--- config.mk ---
export PLATFORM = sky130hd
export DESIGN_NAME = pid_axis_controller
export DESIGN_NICKNAME = d
export VERILOG_FILES = /design/src/rtl/pid_pkg.sv /design/src/rtl/pid_axis_controller.sv /design/src/rtl/pid_mul.sv /design/src/rtl/pid_div.sv
export VERILOG_INCLUDE_DIRS = /design/src /design/src/rtl
export SDC_FILE = /design/constraint.sdc
export NUM_CORES = 2
export LEC_CHECK = 0
export BUFFER_PORTS_ARGS = -buffer_cell sky130_fd_sc_hd__buf_2
export CORE_UTILIZATION = 25
export DETAILED_ROUTE_END_ITERATION = 10
export SLEW_MARGIN = 20
export SYNTH_ARGS = -nofsm -noshare
export SYNTH_HDL_FRONTEND = slang
export SYNTH_SLANG_ARGS = --single-unit
--- constraint.sdc ---
create_clock -name i_clk -period 26 [get_ports i_clk]
set_clock_uncertainty 0.15 [all_clocks]
set_input_delay 7.8 -clock i_clk [delete_from_list [all_inputs] [get_ports i_clk]]
set_output_delay 7.8 -clock i_clk [all_outputs]
set_load 0.02 [all_outputs]
--- src/rtl/pid_axis_controller_assert.svh ---
// Assertion macros shared by the PID controller RTL.
// Every macro expects a clock named i_clk and an active-low reset named i_rst_n in scope.
`ifndef PID_AXIS_CONTROLLER_ASSERT_SVH
`define PID_AXIS_CONTROLLER_ASSERT_SVH

// The consequent must hold in the same cycle as the antecedent.
`define PID_AST_SAME(lbl, ante, cons, msg) \
    lbl: assert property (@(posedge i_clk) disable iff (!i_rst_n) (ante) |-> (cons)) \
        else $error(msg);

// The consequent must hold in the cycle after the antecedent.
`define PID_AST_NEXT(lbl, ante, cons, msg) \
    lbl: assert property (@(posedge i_clk) disable iff (!i_rst_n) (ante) |=> (cons)) \
        else $error(msg);

`endif

--- src/rtl/pid_pkg.sv ---
// Shared widths, register indexes and result types for the PID controller.
// No dependencies.
package pid_pkg;

    localparam int DATA_W    = 32;
    localparam int ERR_W     = 33;
    localparam int MUL_A_W   = 49;
    localparam int MUL_B_W   = 32;
    localparam int MUL_P_W   = MUL_A_W + 1 + MUL_B_W;
    localparam int MAG_W     = 61;
    localparam int TERM_W    = MAG_W + 1;
    localparam int SUM_W     = 64;
    localparam int CFG_IDX_W = 3;

    localparam logic [CFG_IDX_W-1:0] REG_GAIN_P     = 3'd0;
    localparam logic [CFG_IDX_W-1:0] REG_GAIN_I     = 3'd1;
    localparam logic [CFG_IDX_W-1:0] REG_GAIN_D     = 3'd2;
    localparam logic [CFG_IDX_W-1:0] REG_INTEG_LOW  = 3'd3;
    localparam logic [CFG_IDX_W-1:0] REG_INTEG_HIGH = 3'd4;
    localparam logic [CFG_IDX_W-1:0] REG_DRIVE_LOW  = 3'd5;
    localparam logic [CFG_IDX_W-1:0] REG_DRIVE_HIGH = 3'd6;

    // Sign-magnitude product from the serial multiplier.
    typedef struct packed {
        logic             neg;
        logic [MAG_W-1:0] mag;
    } t_mul_res;

    function automatic logic [DATA_W-1:0] mag32(input logic [DATA_W-1:0] v);
        return v[DATA_W-1] ? (~v + 1'b1) : v;
    endfunction

    function automatic logic signed [TERM_W-1:0] to_signed(input t_mul_res r);
        logic [TERM_W-1:0] m;
        m = {1'b0, r.mag};
        return r.neg ? $signed(~m + 1'b1) : $signed(m);
    endfunction

endpackage

--- src/rtl/pid_axis_controller.sv ---
// PID controller top level: configuration registers, controller state and
// the sequencer that drives the serial multiplier and divider.
// Depends on pid_pkg, pid_mul, pid_div and pid_axis_controller_assert.svh.

// One transaction in gives one drive value out, in signed Q16.16. A clear
// request or a zero time step goes straight to the output step. Otherwise
// the item runs three passes through the shared shift-add multiplier plus
// one step for the integrator clamp and one for the output clamp; a first
// sample after a clear or reset needs nothing more. From the second sample
// on, one 49-bit restoring division and a fourth multiplier pass come before
// the output clamp. The output step loads the result only once the output
// register is free, and the block is ready again as soon as it is loaded.
// The next transaction is accepted while the previous result waits at the
// output register.
`include "pid_axis_controller_assert.svh"

module pid_axis_controller (
    input  logic                          i_clk,
    input  logic                          i_rst_n,
    input  logic                          i_cfg_we,
    input  logic [pid_pkg::CFG_IDX_W-1:0] i_cfg_idx,
    input  logic [pid_pkg::DATA_W-1:0]    i_cfg_data,
    input  logic                          i_valid,
    output logic                          o_ready,
    input  logic [pid_pkg::DATA_W-1:0]    i_setpoint,
    input  logic [pid_pkg::DATA_W-1:0]    i_measured,
    input  logic [pid_pkg::DATA_W-1:0]    i_step_time,
    input  logic                          i_clear_state,
    output logic                          o_valid,
    input  logic                          i_ready,
    output logic [pid_pkg::DATA_W-1:0]    o_drive
);
    import pid_pkg::*;

    typedef enum logic [2:0] {
        S_IDLE, S_MUL1, S_MUL2, S_INTEG, S_MULP, S_DIV, S_MULD, S_FIN
    } t_state;

    t_state r_state;

    logic [DATA_W-1:0] r_gain_p, r_gain_i, r_gain_d;
    logic signed [DATA_W-1:0] r_integ_low, r_integ_high, r_drive_low, r_drive_high;

    logic signed [DATA_W-1:0] r_integ;
    logic [ERR_W-1:0]         r_last_err;
    logic                     r_primed;

    logic [ERR_W-1:0]          r_e;
    logic [ERR_W-1:0]          r_diff_mag;
    logic                      r_diff_neg;
    logic [DATA_W-1:0]         r_dt;
    logic                      r_use_d;
    logic                      r_skip;
    logic                      r_start;
    t_mul_res                  r_t1;
    logic signed [TERM_W-1:0]  r_inc, r_pterm, r_dterm;
    logic                      r_out_valid;
    logic [DATA_W-1:0]         r_drive;

    logic [ERR_W-1:0]     e_w;
    logic [ERR_W:0]       diff_w;
    logic [ERR_W-1:0]     e_mag;
    logic                 e_neg;

    logic [MUL_A_W-1:0]   mul_a;
    logic [MUL_B_W-1:0]   mul_b;
    logic                 mul_neg;
    t_mul_res             mul_res;
    logic                 mul_done;
    logic [MUL_A_W-1:0]   div_quo;
    logic                 div_done;

    logic signed [SUM_W-1:0] integ_sum, drive_sum;

    always_comb begin
        e_w    = {i_setpoint[DATA_W-1], i_setpoint} - {i_measured[DATA_W-1], i_measured};
        diff_w = {e_w[ERR_W-1], e_w} - {r_last_err[ERR_W-1], r_last_err};
        e_neg  = r_e[ERR_W-1];
        e_mag  = e_neg ? (~r_e + 1'b1) : r_e;

        mul_a   = {{(MUL_A_W-ERR_W){1'b0}}, e_mag};
        mul_b   = r_dt;
        mul_neg = e_neg;
        case (r_state)
            S_MUL2: begin
                mul_a   = r_t1.mag[MUL_A_W-1:0];
                mul_b   = mag32(r_gain_i);
                mul_neg = r_t1.neg ^ r_gain_i[DATA_W-1];
            end
            S_MULP: begin
                mul_b   = mag32(r_gain_p);
                mul_neg = e_neg ^ r_gain_p[DATA_W-1];
            end
            S_MULD: begin
                mul_a   = div_quo;
                mul_b   = mag32(r_gain_d);
                mul_neg = r_diff_neg ^ r_gain_d[DATA_W-1];
            end
            default: begin
            end
        endcase

        integ_sum = SUM_W'(r_integ) + SUM_W'(r_inc);
        drive_sum = SUM_W'(r_pterm) + SUM_W'(r_integ) + SUM_W'(r_dterm);
    end

    pid_mul u_mul (
        .i_clk   (i_clk),
        .i_rst_n (i_rst_n),
        .i_start (r_start && r_state != S_DIV),
        .i_a     (mul_a),
        .i_b     (mul_b),
        .i_neg   (mul_neg),
        .o_res   (mul_res),
        .o_done  (mul_done)
    );

    pid_div u_div (
        .i_clk   (i_clk),
        .i_rst_n (i_rst_n),
        .i_start (r_start && r_state == S_DIV),
        .i_num   ({r_diff_mag, 16'b0}),
        .i_den   (r_dt),
        .o_quo   (div_quo),
        .o_done  (div_done)
    );

    always_ff @(posedge i_clk) begin
        if (!i_rst_n) begin
            r_state      <= S_IDLE;
            r_gain_p     <= '0;
            r_gain_i     <= '0;
            r_gain_d     <= '0;
            r_integ_low  <= '0;
            r_integ_high <= '0;
            r_drive_low  <= '0;
            r_drive_high <= '0;
            r_integ      <= '0;
            r_last_err   <= '0;
            r_primed     <= 1'b0;
            r_start      <= 1'b0;
            r_out_valid  <= 1'b0;
        end else begin
            r_start <= 1'b0;

            if (i_cfg_we) begin
                case (i_cfg_idx)
                    REG_GAIN_P:     r_gain_p     <= i_cfg_data;
                    REG_GAIN_I:     r_gain_i     <= i_cfg_data;
                    REG_GAIN_D:     r_gain_d     <= i_cfg_data;
                    REG_INTEG_LOW:  r_integ_low  <= i_cfg_data;
                    REG_INTEG_HIGH: r_integ_high <= i_cfg_data;
                    REG_DRIVE_LOW:  r_drive_low  <= i_cfg_data;
                    REG_DRIVE_HIGH: r_drive_high <= i_cfg_data;
                    default: begin
                    end
                endcase
            end

            if (r_out_valid && i_ready) begin
                r_out_valid <= 1'b0;
            end

            case (r_state)
                S_IDLE: begin
                    if (i_valid) begin
                        r_dt <= i_step_time;
                        if (i_clear_state) begin
                            r_integ    <= '0;
                            r_last_err <= '0;
                            r_primed   <= 1'b0;
                            r_skip     <= 1'b1;
                            r_state    <= S_FIN;
                        end else if (i_step_time == '0) begin
                            r_skip  <= 1'b1;
                            r_state <= S_FIN;
                        end else begin
                            r_skip     <= 1'b0;
                            r_e        <= e_w;
                            r_diff_neg <= diff_w[ERR_W];
                            r_diff_mag <= diff_w[ERR_W] ? ERR_W'(~diff_w + 1'b1)
                                                        : diff_w[ERR_W-1:0];
                            r_last_err <= e_w;
                            r_use_d    <= r_primed;
                            r_primed   <= 1'b1;
                            r_start    <= 1'b1;
                            r_state    <= S_MUL1;
                        end
                    end
                end
                S_MUL1: begin
                    if (mul_done) begin
                        r_t1    <= mul_res;
                        r_start <= 1'b1;
                        r_state <= S_MUL2;
                    end
                end
                S_MUL2: begin
                    if (mul_done) begin
                        r_inc   <= to_signed(mul_res);
                        r_state <= S_INTEG;
                    end
                end
                S_INTEG: begin
                    if (integ_sum < SUM_W'(r_integ_low)) begin
                        r_integ <= r_integ_low;
                    end else if (integ_sum > SUM_W'(r_integ_high)) begin
                        r_integ <= r_integ_high;
                    end else begin
                        r_integ <= integ_sum[DATA_W-1:0];
                    end
                    r_start <= 1'b1;
                    r_state <= S_MULP;
                end
                S_MULP: begin
                    if (mul_done) begin
                        r_pterm <= to_signed(mul_res);
                        if (r_use_d) begin
                            r_start <= 1'b1;
                            r_state <= S_DIV;
                        end else begin
                            r_dterm <= '0;
                            r_state <= S_FIN;
                        end
                    end
                end
                S_DIV: begin
                    if (div_done) begin
                        r_start <= 1'b1;
                        r_state <= S_MULD;
                    end
                end
                S_MULD: begin
                    if (mul_done) begin
                        r_dterm <= to_signed(mul_res);
                        r_state <= S_FIN;
                    end
                end
                S_FIN: begin
                    // Wait for the output register to free up before loading it.
                    if (!r_out_valid || i_ready) begin
                        if (r_skip) begin
                            r_drive <= '0;
                        end else if (drive_sum < SUM_W'(r_drive_low)) begin
                            r_drive <= r_drive_low;
                        end else if (drive_sum > SUM_W'(r_drive_high)) begin
                            r_drive <= r_drive_high;
                        end else begin
                            r_drive <= drive_sum[DATA_W-1:0];
                        end
                        r_out_valid <= 1'b1;
                        r_state     <= S_IDLE;
                    end
                end
                default: begin
                    r_state <= S_IDLE;
                end
            endcase
        end
    end

    assign o_ready = (r_state == S_IDLE);
    assign o_valid = r_out_valid;
    assign o_drive = r_drive;

    `PID_AST_SAME(a_mul_done_state, mul_done, (r_state == S_MUL1 || r_state == S_MUL2 || r_state == S_MULP || r_state == S_MULD), "multiplier finished outside a multiply step")
    `PID_AST_SAME(a_div_done_state, div_done, r_state == S_DIV, "divider finished outside the divide step")
    `PID_AST_NEXT(a_accept_busy, i_valid && o_ready, r_state != S_IDLE, "accepted transaction did not start work")
    `PID_AST_NEXT(a_div_primed, r_state == S_MULP && mul_done && r_use_d, r_state == S_DIV && r_start, "derivative divide not launched")

endmodule

--- src/rtl/pid_mul.sv ---
// Shift-add multiplier: one multiplier bit per cycle, Q16.16 truncation and
// saturation to 2^60 on the magnitude. Depends on pid_pkg.
module pid_mul (
    input  logic                      i_clk,
    input  logic                      i_rst_n,
    input  logic                      i_start,
    input  logic [pid_pkg::MUL_A_W-1:0] i_a,
    input  logic [pid_pkg::MUL_B_W-1:0] i_b,
    input  logic                      i_neg,
    output pid_pkg::t_mul_res         o_res,
    output logic                      o_done
);
    import pid_pkg::*;

    localparam int CNT_W = $clog2(MUL_B_W);
    localparam int HI_W  = MUL_P_W - MUL_B_W;
    localparam int SH_W  = MUL_P_W - 16;

    logic [MUL_A_W-1:0] r_a;
    logic [MUL_P_W-1:0] r_p;
    logic [CNT_W-1:0]   r_cnt;
    logic               r_busy;
    logic               r_fin;
    logic               r_neg;
    t_mul_res           r_res;
    logic               r_done;

    logic [HI_W:0]      n_hi;
    logic [SH_W-1:0]    shifted;
    logic               sat;

    always_comb begin
        n_hi = {1'b0, r_p[MUL_P_W-1:MUL_B_W]}
             + (r_p[0] ? {{(HI_W+1-MUL_A_W){1'b0}}, r_a} : '0);
        shifted = r_p[MUL_P_W-1:16];
        sat = (|shifted[SH_W-1:MAG_W]) || (shifted[MAG_W-1] && (|shifted[MAG_W-2:0]));
    end

    always_ff @(posedge i_clk) begin
        if (!i_rst_n) begin
            r_busy <= 1'b0;
            r_fin  <= 1'b0;
            r_done <= 1'b0;
            r_cnt  <= '0;
        end else begin
            r_done <= 1'b0;
            if (i_start) begin
                r_a    <= i_a;
                r_neg  <= i_neg;
                r_p    <= {{HI_W{1'b0}}, i_b};
                r_cnt  <= '0;
                r_busy <= 1'b1;
            end else if (r_busy) begin
                r_p   <= {n_hi, r_p[MUL_B_W-1:1]};
                r_cnt <= r_cnt + 1'b1;
                if (r_cnt == CNT_W'(MUL_B_W - 1)) begin
                    r_busy <= 1'b0;
                    r_fin  <= 1'b1;
                end
            end else if (r_fin) begin
                r_fin     <= 1'b0;
                r_done    <= 1'b1;
                r_res.neg <= r_neg;
                r_res.mag <= sat ? {1'b1, {(MAG_W-1){1'b0}}} : shifted[MAG_W-1:0];
            end
        end
    end

    assign o_res  = r_res;
    assign o_done = r_done;
endmodule

--- src/rtl/pid_div.sv ---
// Restoring divider: one quotient bit per cycle, unsigned numerator over a
// nonzero unsigned divisor, quotient truncated. Depends on pid_pkg.
module pid_div (
    input  logic                        i_clk,
    input  logic                        i_rst_n,
    input  logic                        i_start,
    input  logic [pid_pkg::MUL_A_W-1:0] i_num,
    input  logic [pid_pkg::DATA_W-1:0]  i_den,
    output logic [pid_pkg::MUL_A_W-1:0] o_quo,
    output logic                        o_done
);
    import pid_pkg::*;

    localparam int CNT_W = $clog2(MUL_A_W);

    logic [MUL_A_W-1:0] r_q;
    logic [DATA_W-1:0]  r_rem;
    logic [DATA_W-1:0]  r_den;
    logic [CNT_W-1:0]   r_cnt;
    logic               r_busy;
    logic               r_done;

    logic [DATA_W:0]    trial;
    logic [DATA_W+1:0]  diff;
    logic               ge;

    always_comb begin
        trial = {r_rem, r_q[MUL_A_W-1]};
        diff  = {1'b0, trial} - {2'b0, r_den};
        ge    = !diff[DATA_W+1];
    end

    always_ff @(posedge i_clk) begin
        if (!i_rst_n) begin
            r_busy <= 1'b0;
            r_done <= 1'b0;
            r_cnt  <= '0;
        end else begin
            r_done <= 1'b0;
            if (i_start) begin
                r_q    <= i_num;
                r_rem  <= '0;
                r_den  <= i_den;
                r_cnt  <= '0;
                r_busy <= 1'b1;
            end else if (r_busy) begin
                r_rem <= ge ? diff[DATA_W-1:0] : trial[DATA_W-1:0];
                r_q   <= {r_q[MUL_A_W-2:0], ge};
                r_cnt <= r_cnt + 1'b1;
                if (r_cnt == CNT_W'(MUL_A_W - 1)) begin
                    r_busy <= 1'b0;
                    r_done <= 1'b1;
                end
            end
        end
    end

    assign o_quo  = r_q;
    assign o_done = r_done;
endmodule

Word-level counts from Yosys, hierarchy flattened
Cells that the tools add are included. Widths: inputs -> output; s select.

Input port bits: 137. Logic and storage cells: 211. Flip-flop bits (word level): 987. Output and inout bits: 34.

Equal/unequal tests: 27. Bitwise operators: 15. Order comparisons: 4. Muxes and demuxes: 64. Reduce and logical (&&, ||, !) cells: 44. Add/subtract/negate cells: 15.

Operators by type and width (number): $mux 32 (12); $mux 62 (4); $mux 49 (3); $mux 33 (4); $pmux 62 s2 (1); $pmux 49 s2 (1); $add 32x1->32 const B (3); $not 32->32 (3); $pmux 32 s3 (1); $mux 82 (1); $add 33x1->33 const B (2); $not 33->33 (2); $add 63x62->64 (1); $gt 64x32->1 (1); $lt 64x32->1 (1); $pmux 32 s2 (1); $add 32x62->63 (1); $add 62x32->63 (1); $gt 63x32->1 (1); $lt 63x32->1 (1); $add 62x1->62 const B (1); $not 61->62 (1); $reduce_or 60->1 (1); $add 50x51->51 (1); other kinds (35) (120).

Depth between registers and ports, before layout
Word-level depth: 5. Gate-level depth with buffers: 31.

Modules after synthesis
From an unflattened synthesis, not the netlist that was laid out.

Cells, all modules: 6686. Area total of the unflattened synthesis: 64833.4 um2.

By module, submodules not included: pid_axis_controller (instances 1, sequential area each 16986.3 um2, cells an instance 5189, area an instance 47536.8 um2); pid_mul (instances 1, sequential area each 5985.7 um2, cells an instance 915, area an instance 10654.0 um2); pid_div (instances 1, sequential area each 3553.4 um2, cells an instance 582, area an instance 6642.6 um2).

Worst setup path after synthesis
Ideal clock, no wire load.

Kind: in2reg. Start point: input i_rst_n. End point: register u_mul.r_res, in the netlist u_mul.o_res[0] (enable). Slack: 12.260 ns. Arrival time: 13.019 ns. Buffers on the path: 2. Cell stages on the path: 4. Setup time: 0.571 ns. Cell sequence: clkbuf_1 > clkbuf_1 > nand2_1 > nor3b_1.

Word-level cells in the longest chain between the ends: 1.

RTL lines: from (decl) (RTL line pid_axis_controller.sv:19) `input logic i_rst_n,`; $reduce_and 4->1 (no line); to (decl) (RTL line pid_mul.sv:25) `t_mul_res r_res;`.

No other way between the ends. A chain may end at the register's enable or synchronous reset.

Final worst setup path
Start point: input i_setpoint[0] (netlist bit). End point: register r_diff_mag[32], data pin.

Word-level cells in the longest chain between the ends: 5.

RTL lines: from (decl) (RTL line pid_axis_controller.sv:25) `input logic [pid_pkg::DATA_W-1:0] i_setpoint,`; $sub 32x32->33 * (RTL line pid_axis_controller.sv:76) `e_w = {i_setpoint[DATA_W-1], i_setpoint} - {i_measured[DATA_W-1], i_measured};`; via e_w[18] (RTL line pid_axis_controller.sv:60) `logic [ERR_W-1:0] e_w;`; $sub 33x33->34 * (RTL line pid_axis_controller.sv:77) `diff_w = {e_w[ERR_W-1], e_w} - {r_last_err[ERR_W-1], r_last_err};`; $not 33->33 (RTL line pid_axis_controller.sv:181) `r_diff_mag <= diff_w[ERR_W] ? ERR_W'(~diff_w + 1'b1)`; $add 33x1->33 (RTL line pid_axis_controller.sv:181); $mux 33 * (RTL line pid_axis_controller.sv:181); to (signal assigned) (RTL line pid_axis_controller.sv:181); to (decl) (RTL line pid_axis_controller.sv:49) `logic [ERR_W-1:0] r_diff_mag;`.

The timed path passes the listed nets; every way through them passes the cells marked *.

==> flow_summary.ini <==
[outcome]
status = completed

[synthesis]
synthCells = 6518
synth_edf_count = 676
yosysWarningCount = 0
ys_seq_area_share_pct = 42.24
synthMuxAreaShare_pct = 1.689
synth_nets = 7255
synth_area_um2 = 62800
synth_area_leaders = edfxtp_1, ha_1, dfxtp_1
synth_ff_type = edfxtp_1
synth_fa_ha_area_share_pct = 12.77
ys_ff_latch = 987
syn_avg_cell_area_um2 = 9.635
synth_top_family_by_area = compound AO/OA/AOI/OAI gates
async_flop_share_pct = 0
synth_cell_types = 77
synth_compound_area_share_pct = 18.20
synth_top_area_cell = edfxtp_1
synth_xor_area_share_pct = 6.192
synth_top_area_share_pct = 32.32
yosys.area_share.simple_pct = 15.46

[pwr]
power.internal_mw = 3.110
report.power.total_mw = 4.456
power.density_nw_per_um2 = 62.59
ir_drop_mv = 0.05843
p_leak_nw = 26.52
pwr-share-clk_pct = 36.6
switching_share_pct = 30.19
seq_power_share_pct = 41.1
power_frac_comb_pct = 22.3
switchingPower_mw = 1.345

[setup_path]
critPathRequiredTime_ps = 26320
crit_type = in2reg
cpMostUsedCell = nand2_1
critical_path.max_stage_delay_ps = 510
worstSetupStartpointType = input port
cp_max_fo = 9
endpoint_kind = register
arrival_ps = 14110
cp_slowest_cell = o311ai_0

[cts]
cts.clk_slew.worst_paths_ps = 70
ctsResizeCount = 0
cts_buffer_depth = 3
cts_buffers = 108
holdBufCountCts = 0
clkLatencyLatePin_ps = 750
cts.sinks = 987
clock-root-buffer = clkbuf_16
cts_tree = yes
post_cts_buffers = 0
htreeDepth = 3

[final_layout]
syn_to_final_growth_pct = 13.35
finalNonFillerCells = 10030
multiInputGateArea_um2 = 34270
final_cell_area_um2 = 71190
regArea_um2 = 26530
fin_util_pct = 28.58
mostFrequentLayoutCells = nand2_1, edfxtp_1, ha_1, a21oi_1, nor2_1
n_fill_cell = 26040
drive_gt1_share_pct = 7.243
final_common_cell = nand2_1
layout.nets = 7341

[sta]
fin_tns_setup_ps = 0
hold_viol = 0
period_share_pct = 53.06
max_freq_mhz = 72.48
tightest_slew_ps = 1108
min_period_ps = 13800
setup_viol = 0
drv_slew = 0
rsz0062_at_grt = no
max_slew_margin_pct = 25.43
whs_ps = 275.9
setup_slack_ps = 12200

[routing]
wl_per_cell_um = 18.23
drc = 0
routed_wirelength_um = 182800
firstDrtPassIters = 6
vias = 49100
antenna_left = 0
vias_per_cell = 4.896
drt_iter0_drc = 4286

[global_routing]
grt_use_total_pct = 14.01
antenna_found_initial = 5
gr-total-overflow = 0
grt_pass1_wl_um = 278100
met1_usage_pct = 21.31
grt_max_degree = 85
grt_pass1_vias = 47030
grt_most_used_layer = met1
met3_usage_pct = 1.952
gr-usage-met2_pct = 20.59

[floorplan]
die_area_um2 = 253200
die-width_um = 503.2
placementRows = 183
start_util_pct = 25.21
io_pins = 171
fp.coreArea_um2 = 249100
die_y_um = 503.2

[placement]
io_buffers = 170
placedInstanceArea_um2 = 67460
dp_hpwl_um = 137600
dpl.cell_count = 9823
gp_congestion = 0.9323
pre_cts_slack_ps = 11520

[hold_path]
hold_class = reg2reg

[job]
maxCapViolCount = 0
-- cell families after synthesis --
| group | count (synthesis) |
|---|---|
| xor+xnor | 444 |
| fa+ha+maj | 600 |
| flops | 987 |
| buf+inv | 578 |
| compound gates | 1730 |
| simple gates | 2076 |
| mux | 103 |
-- layout make-up --
cell class | count | share of cell area, %
Clock buffer | 139 | 4.164
Timing Repair Buffer | 223 | 1.773
Inverter | 331 | 1.745
Antenna cell | 2 | 0.007030
Tap cell | 3330 | 5.853
Clock inverter | 63 | 1.051
Multi-Input combinational cell | 4953 | 48.13
Sequential cell | 987 | 37.27
-- power by group through the flow --
stage          registers (mW)  logic [mW]  clock network (mW)
6_report                 1.83       0.993                1.63
3_3_place_gp             1.86       0.960                   0
4_1_cts                  1.83       0.985                1.66
2_1_floorplan            1.84       0.728                   0
3_5_place_dp             1.86       0.981                   0
5_1_grt                  1.84        1.10                1.72
-- synth_stat cells, types with 40 or more instances --
cell type / count
o21ai_0: 302
a211oi_1: 91
ha_1: 532
edfxtp_1: 676
nand2b_1: 63
a21oi_1: 420
nor2b_1: 118
nor3_1: 65
xor2_1: 157
inv_1: 330
dfxtp_1: 311
a21boi_0: 238
nor4_1: 50
nand3_1: 78
o21a_1: 40
o31ai_1: 68
a21o_1: 249
and2_1: 147
clkbuf_1: 226
nor2_1: 384
xnor2_1: 287
nand2_1: 907
nand4_1: 101
mux2i_1: 79
fa_1: 68
-- sequential cells by signal, summed over array words and instances (netlist names), 33 cells and up --
register	flops
r_diff_mag	33
r_inc	62
r_dterm	62
r_t1	50
u_mul.o_res	62
r_last_err	33
u_div.o_quo	49
u_mul.r_a	49
u_mul.r_p	82
r_e	33
r_pterm	62
-- worst paths after layout --
path / start / end / slack (ps) / cells after the start
worst max-delay path: i_setpoint[0] / r_diff_mag[32] / 12200 / 28
worst min-delay path: u_mul.r_neg / u_mul.o_res[61] / 280 / 0
worst max register to register: r_inc[4] / r_integ[15] / 17290 / 23
worst min register to register: u_mul.r_neg / u_mul.o_res[61] / 280 / 0
-- per-layer routing --
layer	share of wire [%]	up-vias
met1	50	23600
met3	6.7	212
li1	-	23760
met5	0.020	-
met2	41	1524
met4	2.0	6
-- critical path, delay by kind of cell --
kind / cells / cell delay [ps]
compound gates: 14 / 4020
fa+ha+maj: 3 / 1040
simple gates: 6 / 790
xor+xnor: 2 / 260
buf+inv: 3 / 200
Power figures use the tool's default switching activity.
